### src/rtl/core/vgcq_pkg.sv
package vgcq_pkg;

  // Configuration register indexes
  localparam int unsigned CfgIndexW = 8;
  localparam logic [CfgIndexW-1:0] CfgStabilityTime = 8'd0;
  localparam logic [CfgIndexW-1:0] CfgNotifyEnable  = 8'd1;

  localparam logic [31:0] StabilityTimeReset = 32'd500_000;

  typedef enum logic [1:0] {
    OpFrame = 2'd0,
    OpAck   = 2'd1,
    OpAbort = 2'd2,
    OpSpare = 2'd3
  } op_e;

  typedef enum logic [1:0] {
    PollOk          = 2'd0,
    PollTimeout     = 2'd1,
    PollUnavailable = 2'd2,
    PollFailed      = 2'd3
  } poll_e;

  typedef enum logic [3:0] {
    StAccepted    = 4'd0,
    StTimeout     = 4'd1,
    StLost        = 4'd2,
    StFailed      = 4'd3,
    StInvalid     = 4'd4,
    StStale       = 4'd5,
    StAdapterChg  = 4'd6,
    StPending     = 4'd7,
    StAborted     = 4'd8,
    StAckOk       = 4'd9,
    StAckBadArg   = 4'd10,
    StAckBadState = 4'd11
  } status_e;

  // One request as captured at the input
  typedef struct packed {
    logic [1:0]  op;
    logic [1:0]  poll_status;
    logic        source_match;
    logic        frame_valid;
    logic [31:0] generation;
    logic [63:0] adapter_id;
    logic [15:0] image_width;
    logic [15:0] image_height;
    logic [7:0]  format_code;
    logic [31:0] sequence_number;
    logic [47:0] timestamp_us;
    logic        push_ok;
  } item_t;

  // One answer
  typedef struct packed {
    logic [3:0]  status;
    logic        forward_frame;
    logic        geometry_event;
    logic [15:0] event_width;
    logic [15:0] event_height;
    logic [7:0]  event_format;
  } result_t;

  // Live configuration
  typedef struct packed {
    logic [31:0] stability_time_us;
    logic        notify_enable;
  } cfg_t;

endpackage

### src/rtl/core/vgcq_in_stage.sv
module vgcq_in_stage import vgcq_pkg::*; (
  input  logic  clk_i,
  input  logic  rst_ni,
  input  logic  in_valid_i,
  output logic  in_ready_o,
  input  item_t in_item_i,
  input  logic  advance_i,
  output logic  valid_o,
  output item_t item_o
);

  logic  valid_q;
  item_t item_q;

  // Stage can take an item when empty or when its item moves on this cycle
  assign in_ready_o = !valid_q || advance_i;
  assign valid_o    = valid_q;
  assign item_o     = item_q;

  always_ff @(posedge clk_i or negedge rst_ni) begin
    if (!rst_ni) begin
      valid_q <= 1'b0;
    end else if (in_ready_o) begin
      valid_q <= in_valid_i;
    end
  end

  always_ff @(posedge clk_i) begin
    if (in_valid_i && in_ready_o) begin
      item_q <= in_item_i;
    end
  end

endmodule

### src/rtl/core/vgcq_core.sv
module vgcq_core import vgcq_pkg::*; (
  input  logic    clk_i,
  input  logic    rst_ni,
  input  cfg_t    cfg_i,
  input  item_t   item_i,
  input  logic    fire_i,
  output result_t result_o
);

  // Tracking state
  logic        aborted_q, aborted_d;
  logic        has_cur_q, has_cur_d;
  logic [31:0] cur_gen_q, cur_gen_d;
  logic [63:0] cur_adapter_q, cur_adapter_d;
  logic [15:0] cur_w_q, cur_w_d;
  logic [15:0] cur_h_q, cur_h_d;
  logic [7:0]  cur_fmt_q, cur_fmt_d;
  logic        has_cand_q, has_cand_d;
  logic [31:0] cand_gen_q, cand_gen_d;
  logic [15:0] cand_w_q, cand_w_d;
  logic [15:0] cand_h_q, cand_h_d;
  logic [7:0]  cand_fmt_q, cand_fmt_d;
  logic [31:0] cand_seq_q, cand_seq_d;
  logic [47:0] cand_first_q, cand_first_d;
  logic [47:0] cand_last_q, cand_last_d;
  logic        raised_q, raised_d;

  logic        bad_frame;
  logic        same_cur;
  logic        same_cand;
  logic        ack_size_bad;
  logic [47:0] elapsed;
  logic        stable;
  result_t     res;

  // Shared comparisons
  assign bad_frame = !item_i.source_match || !item_i.frame_valid ||
                     (item_i.generation == '0) || (item_i.sequence_number == '0) ||
                     (item_i.image_width == '0) || (item_i.image_height == '0);
  assign same_cur  = (item_i.image_width == cur_w_q) &&
                     (item_i.image_height == cur_h_q) &&
                     (item_i.format_code == cur_fmt_q);
  assign same_cand = (item_i.image_width == cand_w_q) &&
                     (item_i.image_height == cand_h_q) &&
                     (item_i.format_code == cand_fmt_q);
  assign ack_size_bad = (item_i.image_width == '0) || (item_i.image_height == '0);
  // Candidate time never runs backwards, so this does not wrap
  assign elapsed   = item_i.timestamp_us - cand_first_q;
  assign stable    = elapsed >= {16'd0, cfg_i.stability_time_us};

  // Decision and next state
  always_comb begin
    aborted_d     = aborted_q;
    has_cur_d     = has_cur_q;
    cur_gen_d     = cur_gen_q;
    cur_adapter_d = cur_adapter_q;
    cur_w_d       = cur_w_q;
    cur_h_d       = cur_h_q;
    cur_fmt_d     = cur_fmt_q;
    has_cand_d    = has_cand_q;
    cand_gen_d    = cand_gen_q;
    cand_w_d      = cand_w_q;
    cand_h_d      = cand_h_q;
    cand_fmt_d    = cand_fmt_q;
    cand_seq_d    = cand_seq_q;
    cand_first_d  = cand_first_q;
    cand_last_d   = cand_last_q;
    raised_d      = raised_q;
    res           = '0;
    res.status    = StInvalid;

    unique case (op_e'(item_i.op))
      OpFrame: begin
        if (aborted_q) begin
          res.status = StAborted;
        end else if (item_i.poll_status == PollTimeout) begin
          res.status = StTimeout;
        end else if (item_i.poll_status == PollUnavailable) begin
          res.status = StLost;
        end else if (item_i.poll_status == PollFailed) begin
          res.status = StFailed;
        end else if (bad_frame) begin
          res.status = StInvalid;
        end else if (has_cur_q && (item_i.generation < cur_gen_q)) begin
          res.status = StStale;
        end else if (has_cur_q && (item_i.adapter_id != cur_adapter_q)) begin
          res.status = StAdapterChg;
        end else if (has_cur_q && (item_i.generation == cur_gen_q) && !same_cur) begin
          res.status = StInvalid;
        end else if (raised_q) begin
          res.status = StPending;
        end else if (has_cur_q && !same_cur) begin
          // New geometry: open or extend the candidate
          if (has_cand_q && (item_i.generation < cand_gen_q)) begin
            res.status = StStale;
          end else if (has_cand_q && (item_i.generation == cand_gen_q) && !same_cand) begin
            res.status = StInvalid;
          end else if (!has_cand_q || (item_i.generation != cand_gen_q) || !same_cand) begin
            res.status   = StPending;
            has_cand_d   = 1'b1;
            cand_gen_d   = item_i.generation;
            cand_w_d     = item_i.image_width;
            cand_h_d     = item_i.image_height;
            cand_fmt_d   = item_i.format_code;
            cand_seq_d   = item_i.sequence_number;
            cand_first_d = item_i.timestamp_us;
            cand_last_d  = item_i.timestamp_us;
          end else if ((item_i.sequence_number <= cand_seq_q) ||
                       (item_i.timestamp_us < cand_last_q)) begin
            res.status = StStale;
          end else begin
            res.status  = StPending;
            cand_seq_d  = item_i.sequence_number;
            cand_last_d = item_i.timestamp_us;
            if (stable) begin
              raised_d = 1'b1;
              if (cfg_i.notify_enable) begin
                res.geometry_event = 1'b1;
                res.event_width    = cand_w_q;
                res.event_height   = cand_h_q;
                res.event_format   = cand_fmt_q;
              end
            end
          end
        end else begin
          // Matching geometry or no current one: drop any candidate, forward if push_ok
          has_cand_d   = 1'b0;
          cand_gen_d   = '0;
          cand_w_d     = '0;
          cand_h_d     = '0;
          cand_fmt_d   = '0;
          cand_seq_d   = '0;
          cand_first_d = '0;
          cand_last_d  = '0;
          raised_d     = 1'b0;
          if (item_i.push_ok) begin
            res.status        = StAccepted;
            res.forward_frame = 1'b1;
            has_cur_d         = 1'b1;
            cur_gen_d         = item_i.generation;
            cur_adapter_d     = item_i.adapter_id;
            cur_w_d           = item_i.image_width;
            cur_h_d           = item_i.image_height;
            cur_fmt_d         = item_i.format_code;
          end else begin
            res.status = StInvalid;
          end
        end
      end
      OpAck: begin
        if (ack_size_bad) begin
          res.status = StAckBadArg;
        end else if (aborted_q || !raised_q || !has_cand_q) begin
          res.status = StAckBadState;
        end else if ((item_i.image_width != cand_w_q) ||
                     (item_i.image_height != cand_h_q)) begin
          res.status = StAckBadArg;
        end else begin
          res.status   = StAckOk;
          has_cur_d    = 1'b1;
          cur_gen_d    = cand_gen_q;
          cur_w_d      = cand_w_q;
          cur_h_d      = cand_h_q;
          cur_fmt_d    = cand_fmt_q;
          has_cand_d   = 1'b0;
          cand_gen_d   = '0;
          cand_w_d     = '0;
          cand_h_d     = '0;
          cand_fmt_d   = '0;
          cand_seq_d   = '0;
          cand_first_d = '0;
          cand_last_d  = '0;
          raised_d     = 1'b0;
        end
      end
      OpAbort: begin
        aborted_d  = 1'b1;
        res.status = StAborted;
      end
      default: begin
        res.status = StInvalid;
      end
    endcase
  end

  assign result_o = res;

  always_ff @(posedge clk_i or negedge rst_ni) begin
    if (!rst_ni) begin
      aborted_q     <= 1'b0;
      has_cur_q     <= 1'b0;
      cur_gen_q     <= '0;
      cur_adapter_q <= '0;
      cur_w_q       <= '0;
      cur_h_q       <= '0;
      cur_fmt_q     <= '0;
      has_cand_q    <= 1'b0;
      cand_gen_q    <= '0;
      cand_w_q      <= '0;
      cand_h_q      <= '0;
      cand_fmt_q    <= '0;
      cand_seq_q    <= '0;
      cand_first_q  <= '0;
      cand_last_q   <= '0;
      raised_q      <= 1'b0;
    end else if (fire_i) begin
      aborted_q     <= aborted_d;
      has_cur_q     <= has_cur_d;
      cur_gen_q     <= cur_gen_d;
      cur_adapter_q <= cur_adapter_d;
      cur_w_q       <= cur_w_d;
      cur_h_q       <= cur_h_d;
      cur_fmt_q     <= cur_fmt_d;
      has_cand_q    <= has_cand_d;
      cand_gen_q    <= cand_gen_d;
      cand_w_q      <= cand_w_d;
      cand_h_q      <= cand_h_d;
      cand_fmt_q    <= cand_fmt_d;
      cand_seq_q    <= cand_seq_d;
      cand_first_q  <= cand_first_d;
      cand_last_q   <= cand_last_d;
      raised_q      <= raised_d;
    end
  end

endmodule

### src/rtl/core/vgcq_out_stage.sv
module vgcq_out_stage import vgcq_pkg::*; (
  input  logic    clk_i,
  input  logic    rst_ni,
  input  logic    load_valid_i,
  input  result_t load_result_i,
  output logic    load_ready_o,
  output logic    out_valid_o,
  input  logic    out_ready_i,
  output result_t result_o
);

  logic    valid_q;
  result_t result_q;

  // Register can take a new result when empty or being drained
  assign load_ready_o = !valid_q || out_ready_i;
  assign out_valid_o  = valid_q;
  assign result_o     = result_q;

  always_ff @(posedge clk_i or negedge rst_ni) begin
    if (!rst_ni) begin
      valid_q <= 1'b0;
    end else if (load_ready_o) begin
      valid_q <= load_valid_i;
    end
  end

  always_ff @(posedge clk_i) begin
    if (load_valid_i && load_ready_o) begin
      result_q <= load_result_i;
    end
  end

endmodule

### src/rtl/core/video_geometry_change_qualifier.sv
// Request path: input register, then result register; the decision and
// state update sit between the two.
// Throughput: one request per cycle while results are taken; state is
// updated as each result is loaded, so the next request sees it at once.
// Reset (rst_ni, asynchronous, active low) clears all tracking state and
// restores stability_time_us to 500000 and notify_enable to 1.
module video_geometry_change_qualifier import vgcq_pkg::*; (
  input  logic                 clk_i,
  input  logic                 rst_ni,
  // configuration writes
  input  logic                 cfg_valid_i,
  output logic                 cfg_ready_o,
  input  logic [CfgIndexW-1:0] cfg_index_i,
  input  logic [31:0]          cfg_data_i,
  // requests
  input  logic                 in_valid_i,
  output logic                 in_ready_o,
  input  logic [1:0]           op_i,
  input  logic [1:0]           poll_status_i,
  input  logic                 source_match_i,
  input  logic                 frame_valid_i,
  input  logic [31:0]          generation_i,
  input  logic [63:0]          adapter_id_i,
  input  logic [15:0]          image_width_i,
  input  logic [15:0]          image_height_i,
  input  logic [7:0]           format_code_i,
  input  logic [31:0]          sequence_number_i,
  input  logic [47:0]          timestamp_us_i,
  input  logic                 push_ok_i,
  // results
  output logic                 out_valid_o,
  input  logic                 out_ready_i,
  output logic [3:0]           status_o,
  output logic                 forward_frame_o,
  output logic                 geometry_event_o,
  output logic [15:0]          event_width_o,
  output logic [15:0]          event_height_o,
  output logic [7:0]           event_format_o
);

  cfg_t    cfg_q;
  item_t   in_item;
  item_t   stage_item;
  logic    stage_valid;
  logic    load_ready;
  logic    fire;
  result_t core_result;
  result_t out_result;

  // Configuration registers; unknown indexes are dropped
  assign cfg_ready_o = 1'b1;

  always_ff @(posedge clk_i or negedge rst_ni) begin
    if (!rst_ni) begin
      cfg_q.stability_time_us <= StabilityTimeReset;
      cfg_q.notify_enable     <= 1'b1;
    end else if (cfg_valid_i && cfg_ready_o) begin
      unique case (cfg_index_i)
        CfgStabilityTime: cfg_q.stability_time_us <= cfg_data_i;
        CfgNotifyEnable:  cfg_q.notify_enable     <= cfg_data_i[0];
        default: ;
      endcase
    end
  end

  // Request bundle
  assign in_item.op              = op_i;
  assign in_item.poll_status     = poll_status_i;
  assign in_item.source_match    = source_match_i;
  assign in_item.frame_valid     = frame_valid_i;
  assign in_item.generation      = generation_i;
  assign in_item.adapter_id      = adapter_id_i;
  assign in_item.image_width     = image_width_i;
  assign in_item.image_height    = image_height_i;
  assign in_item.format_code     = format_code_i;
  assign in_item.sequence_number = sequence_number_i;
  assign in_item.timestamp_us    = timestamp_us_i;
  assign in_item.push_ok         = push_ok_i;

  // A request is processed when the result register can take its answer
  assign fire = stage_valid && load_ready;

  vgcq_in_stage u_in_stage (
    .clk_i      (clk_i),
    .rst_ni     (rst_ni),
    .in_valid_i (in_valid_i),
    .in_ready_o (in_ready_o),
    .in_item_i  (in_item),
    .advance_i  (load_ready),
    .valid_o    (stage_valid),
    .item_o     (stage_item)
  );

  vgcq_core u_core (
    .clk_i    (clk_i),
    .rst_ni   (rst_ni),
    .cfg_i    (cfg_q),
    .item_i   (stage_item),
    .fire_i   (fire),
    .result_o (core_result)
  );

  vgcq_out_stage u_out_stage (
    .clk_i         (clk_i),
    .rst_ni        (rst_ni),
    .load_valid_i  (stage_valid),
    .load_result_i (core_result),
    .load_ready_o  (load_ready),
    .out_valid_o   (out_valid_o),
    .out_ready_i   (out_ready_i),
    .result_o      (out_result)
  );

  assign status_o         = out_result.status;
  assign forward_frame_o  = out_result.forward_frame;
  assign geometry_event_o = out_result.geometry_event;
  assign event_width_o    = out_result.event_width;
  assign event_height_o   = out_result.event_height;
  assign event_format_o   = out_result.event_format;

endmodule
### config.mk
export PLATFORM = sky130hd
export DESIGN_NAME = video_geometry_change_qualifier
export DESIGN_NICKNAME = d
export VERILOG_FILES = /design/src/rtl/core/vgcq_pkg.sv /design/src/rtl/core/vgcq_in_stage.sv /design/src/rtl/core/vgcq_core.sv /design/src/rtl/core/vgcq_out_stage.sv /design/src/rtl/core/video_geometry_change_qualifier.sv
export SDC_FILE = /design/constraint.sdc
export NUM_CORES = 1
export LEC_CHECK = 0
export ABC_AREA = 1
export BUFFER_PORTS_ARGS = -buffer_cell sky130_fd_sc_hd__buf_4
export CORE_MARGIN = 5
export CORE_UTILIZATION = 40
export DETAILED_ROUTE_END_ITERATION = 8
export PLACE_DENSITY = 0.69
export SYNTH_ARGS = -nofsm -noshare
export SYNTH_HDL_FRONTEND = slang
export SYNTH_SLANG_ARGS = --single-unit
export TNS_END_PERCENT = 5
### constraint.sdc
create_clock -name clk_i -period 5.1 [get_ports clk_i]
set_clock_uncertainty 0.15 [all_clocks]
set_input_delay 0.51 -clock clk_i [delete_from_list [all_inputs] [get_ports clk_i]]
set_output_delay 0.51 -clock clk_i [all_outputs]
set_load 0.05 [all_outputs]
== Yosys cells after proc, flatten, opt, wreduce, memory -nomap -nowiden ==
Cells that the tools add are included.

* Output and inout port bits: 49
* Memory bits (read-only): 0
* Word-level logic and storage cells: 388
* RAM bits: 0
* Bits in latches: 0
* Flip-flop bits (word level): 644
* Memories kept: 0
* Bits of input ports: 268

* Magnitude comparators: 5
* Equal/unequal tests: 36
* Mux-type cells: 241
* $add $sub $neg: 1
* Divide/modulo/power cells: 0
* Shift-type cells: 0
* Bitwise operators: 13
* $mul: 0
* Reductions and logical operators: 54

{| class="wikitable"
|+ Operators by type and width
! kind !! number
|-
| $mux 48 || 30
|-
| $mux 32 || 44
|-
| $mux 16 || 57
|-
| $mux 8 || 30
|-
| $pmux 32 s2 || 3
|-
| $pmux 48 s2 || 2
|-
| $pmux 16 s2 || 4
|-
| $eq 16x16->1 || 4
|-
| $eq 32x32->1 || 2
|-
| $logic_not 32->1 || 2
|-
| $lt 32x32->1 || 2
|-
| $ne 64x64->1 || 1
|-
| $mux 4 || 15
|-
| $ge 48x32->1 || 1
|-
| $lt 48x48->1 || 1
|-
| $sub 48x48->48 || 1
|-
| $mux 1 || 46
|-
| $mux 41 || 1
|-
| $reduce_and 17->1 || 2
|-
| $le 32x32->1 || 1
|-
| $logic_not 16->1 || 2
|-
| $ne 16x16->1 || 2
|-
| $ne 32x32->1 || 1
|-
| $pmux 8 s2 || 2
|-
| other kinds (24) || 94
|}

== Depth between registers and ports, before layout ==
* Depth in word-level cells: 19
* Gate-level depth with buffers: 28
* Depth with buffers taken out: 27

== Cells and area by module ==
Synthesis repeated with hierarchy kept, for this count alone.

* Cells, all modules: 3898
* Area, all modules: 34971.0 um^2

{| class="wikitable"
|+ By module, submodules not included
! module !! instances !! seq. area each (um^2) !! area an instance (um^2) !! cells each
|-
| vgcq_core || 1 || 8508.2 || 25364.3 || 3451
|-
| vgcq_in_stage || 1 || 6721.4 || 6741.5 || 229
|-
| video_geometry_change_qualifier || 1 || 835.8 || 1438.9 || 166
|-
| vgcq_out_stage || 1 || 1406.3 || 1426.4 || 52
|}

== Worst setup path before layout ==
Ideal clock, no wire load.

* Path type: reg2reg
* From: register u_out_stage.valid_q (netlist: u_out_stage.out_valid_o)
* To: register u_in_stage.item_q, in the netlist u_in_stage.item_o[0], enable pin
* Cell stages (with the launch flop): 4
* Data arrival time: 5.502 ns
* Setup time: 0.573 ns
* Data required time: 4.377 ns
* Period minus slack after synthesis: 6.225 ns
* Path slack: -1.125 ns
* Path buffers: 0
* Cells stage by stage: dfrtp_1 -> nand3_1 -> nand2_1 -> inv_1

* Word-level cells in the longest chain between the ends: 4

{| class="wikitable"
|+ Ends and longest elaborated chain
! item !! RTL line !! text
|-
| from (decl) || vgcq_out_stage.sv:12 || <nowiki>logic valid_q;</nowiki>
|-
| from (signal assigned) || vgcq_out_stage.sv:24 || <nowiki>valid_q <= load_valid_i;</nowiki>
|-
| $logic_not 1->1 || vgcq_out_stage.sv:16 || <nowiki>assign load_ready_o = !valid_q || out_ready_i;</nowiki>
|-
| $logic_or 1x1->1 || vgcq_out_stage.sv:16 ||
|-
| $logic_or 1x1->1 || vgcq_in_stage.sv:16 || <nowiki>assign in_ready_o = !valid_q || advance_i;</nowiki>
|-
| net in_ready_o || video_geometry_change_qualifier.sv:17 || <nowiki>output logic in_ready_o,</nowiki>
|-
| $logic_and 1x1->1 || vgcq_in_stage.sv:29 || <nowiki>if (in_valid_i && in_ready_o) begin</nowiki>
|-
| to (signal assigned) || vgcq_in_stage.sv:30 || <nowiki>item_q <= in_item_i;</nowiki>
|-
| to (decl) || vgcq_in_stage.sv:13 || <nowiki>item_t item_q;</nowiki>
|}

The timed path passes the listed nets, and every way through them passes these cells.
A chain may end at the register's enable or synchronous reset.

== Final worst setup path ==
* From: register u_in_stage.item_q, in the netlist u_in_stage.item_o[15]
* To: register u_out_stage.result_q, in the netlist u_out_stage.result_o[34] (data pin)

* Word-level cells in the longest chain between the ends: 4
* Elaborated cells on any way between the ends: 6
* Those cells by class: add/sub: 1; order compare: 2; bitwise: 1; reduce/logical: 2

{| class="wikitable"
|+ Ends and longest elaborated chain
! item !! RTL line !! text
|-
| $sub 48x48->48 || vgcq_core.sv:48 || <nowiki>assign elapsed = item_i.timestamp_us - cand_first_q;</nowiki>
|-
| $ge 48x32->1 || vgcq_core.sv:49 || <nowiki>assign stable = elapsed >= {16'd0, cfg_i.stability_time_us};</nowiki>
|-
| $not 1->1 (no source line) || - ||
|-
| $reduce_or 17->1 (no source line) (*) || - ||
|-
| to (signal assigned) || vgcq_out_stage.sv:30 || <nowiki>result_q <= load_result_i;</nowiki>
|-
| to (decl) || vgcq_out_stage.sv:13 || <nowiki>result_t result_q;</nowiki>
|}

Mark *: on every way between the ends. The rest lies on a longest branch, timed or not.

==> results.toml <==
[grt]
grt_overflow_total = 0
grt_pass1_wl_mm = 157
antenna_found_initial = 7
grt_pass1_vias = 29227
grt_use_total_pct = 20.8
grt_max_degree = 160

[synth]
syn-num-nets = 4635
synth_top_area_share_pct = 26.1
synthFlopType = "dfrtp_1"
synth_compound_area_share_pct = 7.80
yosysTopAreaCell = "dfrtp_1"
postSynthAreaPerCell_um2 = 8.49
ys_async_sr_fraction_pct = 58.2
synth_cells = 4137
synth_xor_area_share_pct = 3.17
synth_most_common_cell = "nand2_1"
ys_seq_area_share_pct = 49.7
yosys.area_share.simple_pct = 22.3
synth_mux_area_share_pct = 0.993
synth_top_family_by_area = "simple AND/OR/NAND/NOR gates"
synthTopCellsByArea = "dfrtp_1, edfxtp_1, nand2_1, ha_1, inv_1"
syn_area_mm2 = 0.0351
yosysWarningCount = 0
synth_seq_cells = 644
synth_adder_area_share_pct = 8.21
ys_types = 48
synth-edff-count = 269
synthTopCellsByCount = "nand2_1, inv_1, dfrtp_1, o21ai_0, nor2_1"

[clock_network]
clk_pin_slew_worst_paths_ns = 0.06
cts-htree-levels = 3
post_cts_buffers = 0
cts_tree = "built"
cts_inserted_buffers = 76
clk_path_buf_depth = 3
clock_latency_ns = 0.63
cts_root_buf = "clkbuf_16"
clock-sinks = 644

[routing]
top_layer = "met5"
drt_wl_total_mm = 99.0
met3WireLength_mm = 5.66
wl_per_cell_um = 16.8
via_per_inst = 4.93
dr.pass1.iters = 6
postRouteAntennaNets = 0
drt-initial-drc-count = 2127
wl_met2_mm = 46.8
wl_met1_mm = 43.4
dr_total_vias = 29118
route.detailed.drc = 0

[cells_and_area]
area_growth_pct = 25.0
final_nets = 5180
fillers = 7977
drive_gt1_share_pct = 11.7
final_core_util_pct = 50.5
post-route-cell-area_mm2 = 0.0439

[pwr]
p_leak_nw = 20.6
ir_worst_vdd_mv = 0.278
finalPower_mw = 20.2
power_density_mw_per_mm2 = 459

[place]
place_area_mm2 = 0.0387
place.gp.congestion = 0.915
numPortBuffers = 315
dp_hpwl_mm = 67.6

[floorplan]
die_w_um = 306
initial_core_util_pct = 40.4
ioPinCount = 317
coreArea_mm2 = 0.0870
fp.dieH_um = 306
die_area_mm2 = 0.0939
std_cell_rows = 108

[timing]
hold_viol_final = 0
min_period_ns = 4.66
post-route-period-util_pct = 91.3
tns_ns = 0
slew_viol_final = 0
setup_violations = 0
max_freq_ghz = 0.215
relSlewSlack_pct = 27.6
tightest_slew_ns = 1.09
rsz0062_at_grt = "false"

[critical_path]
cp_data_required_time_ns = 5.32
startpoint_type = "register"
cp_max_fo = 40
arrival_ns = 4.88
cp-end-kind = "register"
worstSetupPathType = "reg -> reg"

[worst_hold_path]
hold_path_class = "in -> reg"

[run]
cap_viol_max_count = 0

[outcome]
status = "finished, final reports clean"
## worst paths after layout
kind | slack, ns | start | endpoint | depth (start not counted)
worst max-delay path | 0.44 | u_in_stage.item_o[15] | u_out_stage.result_o[34] | 21
min in group asynchronous | 0.34 | rst_ni | u_core.cur_h_q[4] | 2
max in group asynchronous | 3.26 | rst_ni | u_out_stage.out_valid_o | 3
worst min register to register | 0.32 | u_core.cand_first_q[24] | u_core.cand_first_q[24] | 2
worst min-delay path | 0.07 | out_ready_i | u_out_stage.out_valid_o | 4
worst max register to register | 0.44 | u_in_stage.item_o[15] | u_out_stage.result_o[34] | 21
## critical path, stage by stage, from the launching register on
cell,delay [ns]
edfxtp_1,0.41
ha_1,0.41
nand2_1,0.15
nor2_1,0.28
nand2_1,0.17
nor2_1,0.19
a21oi_2,0.11
o21ai_0,0.33
xor2_1,0.22
ha_1,0.27
a21oi_1,0.15
o21ai_0,0.10
a21oi_1,0.13
o21a_1,0.13
nand3_1,0.15
nor2_1,0.13
nand3_1,0.08
nor2_1,0.12
nand3_2,0.17
nand3_1,0.17
buf_12,0.24
nor2_1,0.07
## where the power goes
group	switching [mW]	internal (mW)	leakage (nW)
Combinational	4.37	2.75	11.9
Clock	2.27	3.37	1.27
Sequential	0.774	6.65	7.49
Total	7.41	12.8	20.6
## registers in the layout, summed over array words and instances (netlist names), 8 cells and up
name                  cells
u_in_stage.item_o       223
u_core.cur_adapter_q     64
u_core.cand_first_q      48
u_core.cand_last_q       48
u_out_stage.result_o     46
cfg_q                    33
u_core.cand_gen_q        32
u_core.cand_seq_q        32
u_core.cur_gen_q         32
u_core.cand_h_q          16
u_core.cand_w_q          16
u_core.cur_h_q           16
u_core.cur_w_q           16
u_core.cand_fmt_q         8
u_core.cur_fmt_q          8
## cells in the final DEF (no fill, tap or decap), drive strengths merged, types with 8 or more instances in the layout
| cell | instances |
|---|---|
| a21oi | 149 |
| buf | 340 |
| bufinv | 9 |
| clkbuf | 94 |
| clkinv | 30 |
| dfrtp | 367 |
| dfstp | 8 |
| dlygate4sd3 | 260 |
| edfxtp | 269 |
| ha | 229 |
| inv | 573 |
| mux2 | 31 |
| nand2 | 1184 |
| nand3 | 156 |
| nand3b | 51 |
| nand4 | 73 |
| nor2 | 293 |
| nor3 | 78 |
| nor4 | 16 |
| o21a | 11 |
| o21ai | 342 |
| o21bai | 10 |
| or2 | 12 |
| xnor2 | 91 |
| xor2 | 36 |
## layer usage
metal	track usage (%)	vias up
met5	0	-
met4	6.73	4
met3	3.48	170
met2	34.7	762
met1	27.8	13694
li1	-	14488
## metrics by stage
step	hold WS [ns]	worst slack [ns]	instances
after floorplan	0.0644	0.153	4137
after global placement	0.303	0.389	5499
after global routing	0.0604	0.0119	5903
after detailed placement	0.308	0.288	5499
after CTS	0.00127	0.253	5901
final	0.0706	0.444	5905
## what timing repair did
item	4_1_cts	5_1_grt
gates resized for setup	0	5
endpoints found under the setup margin	0	40
hold buffers	260	0
hold endpoints to repair	334	0
## cell type report
type	instances	area, um^2	area share, %
antenna	4	10.0	0.0228
clock buffer	94	2080	4.74
clock inverter	48	503	1.15
inverter	569	2140	4.88
multi-input combinational	2791	15000	34.1
sequential	644	17500	39.8
tap	1155	1450	3.29
timing repair buffer	600	5290	12.0
## cell families (layout without fill, tap and decap cells)
kind of cell | count (synthesis) | in the layout
adder cells (fa/ha/maj) | 230 | 230
multiplexers | 31 | 31
other | 1 | 5
flip-flops | 644 | 644
buffers and inverters | 702 | 1311
XOR/XNOR | 127 | 127
AND/OR/NAND/NOR | 1873 | 1873
AO/OA/AOI/OAI | 529 | 529
Note: power is estimated with default switching activity, not from simulation.
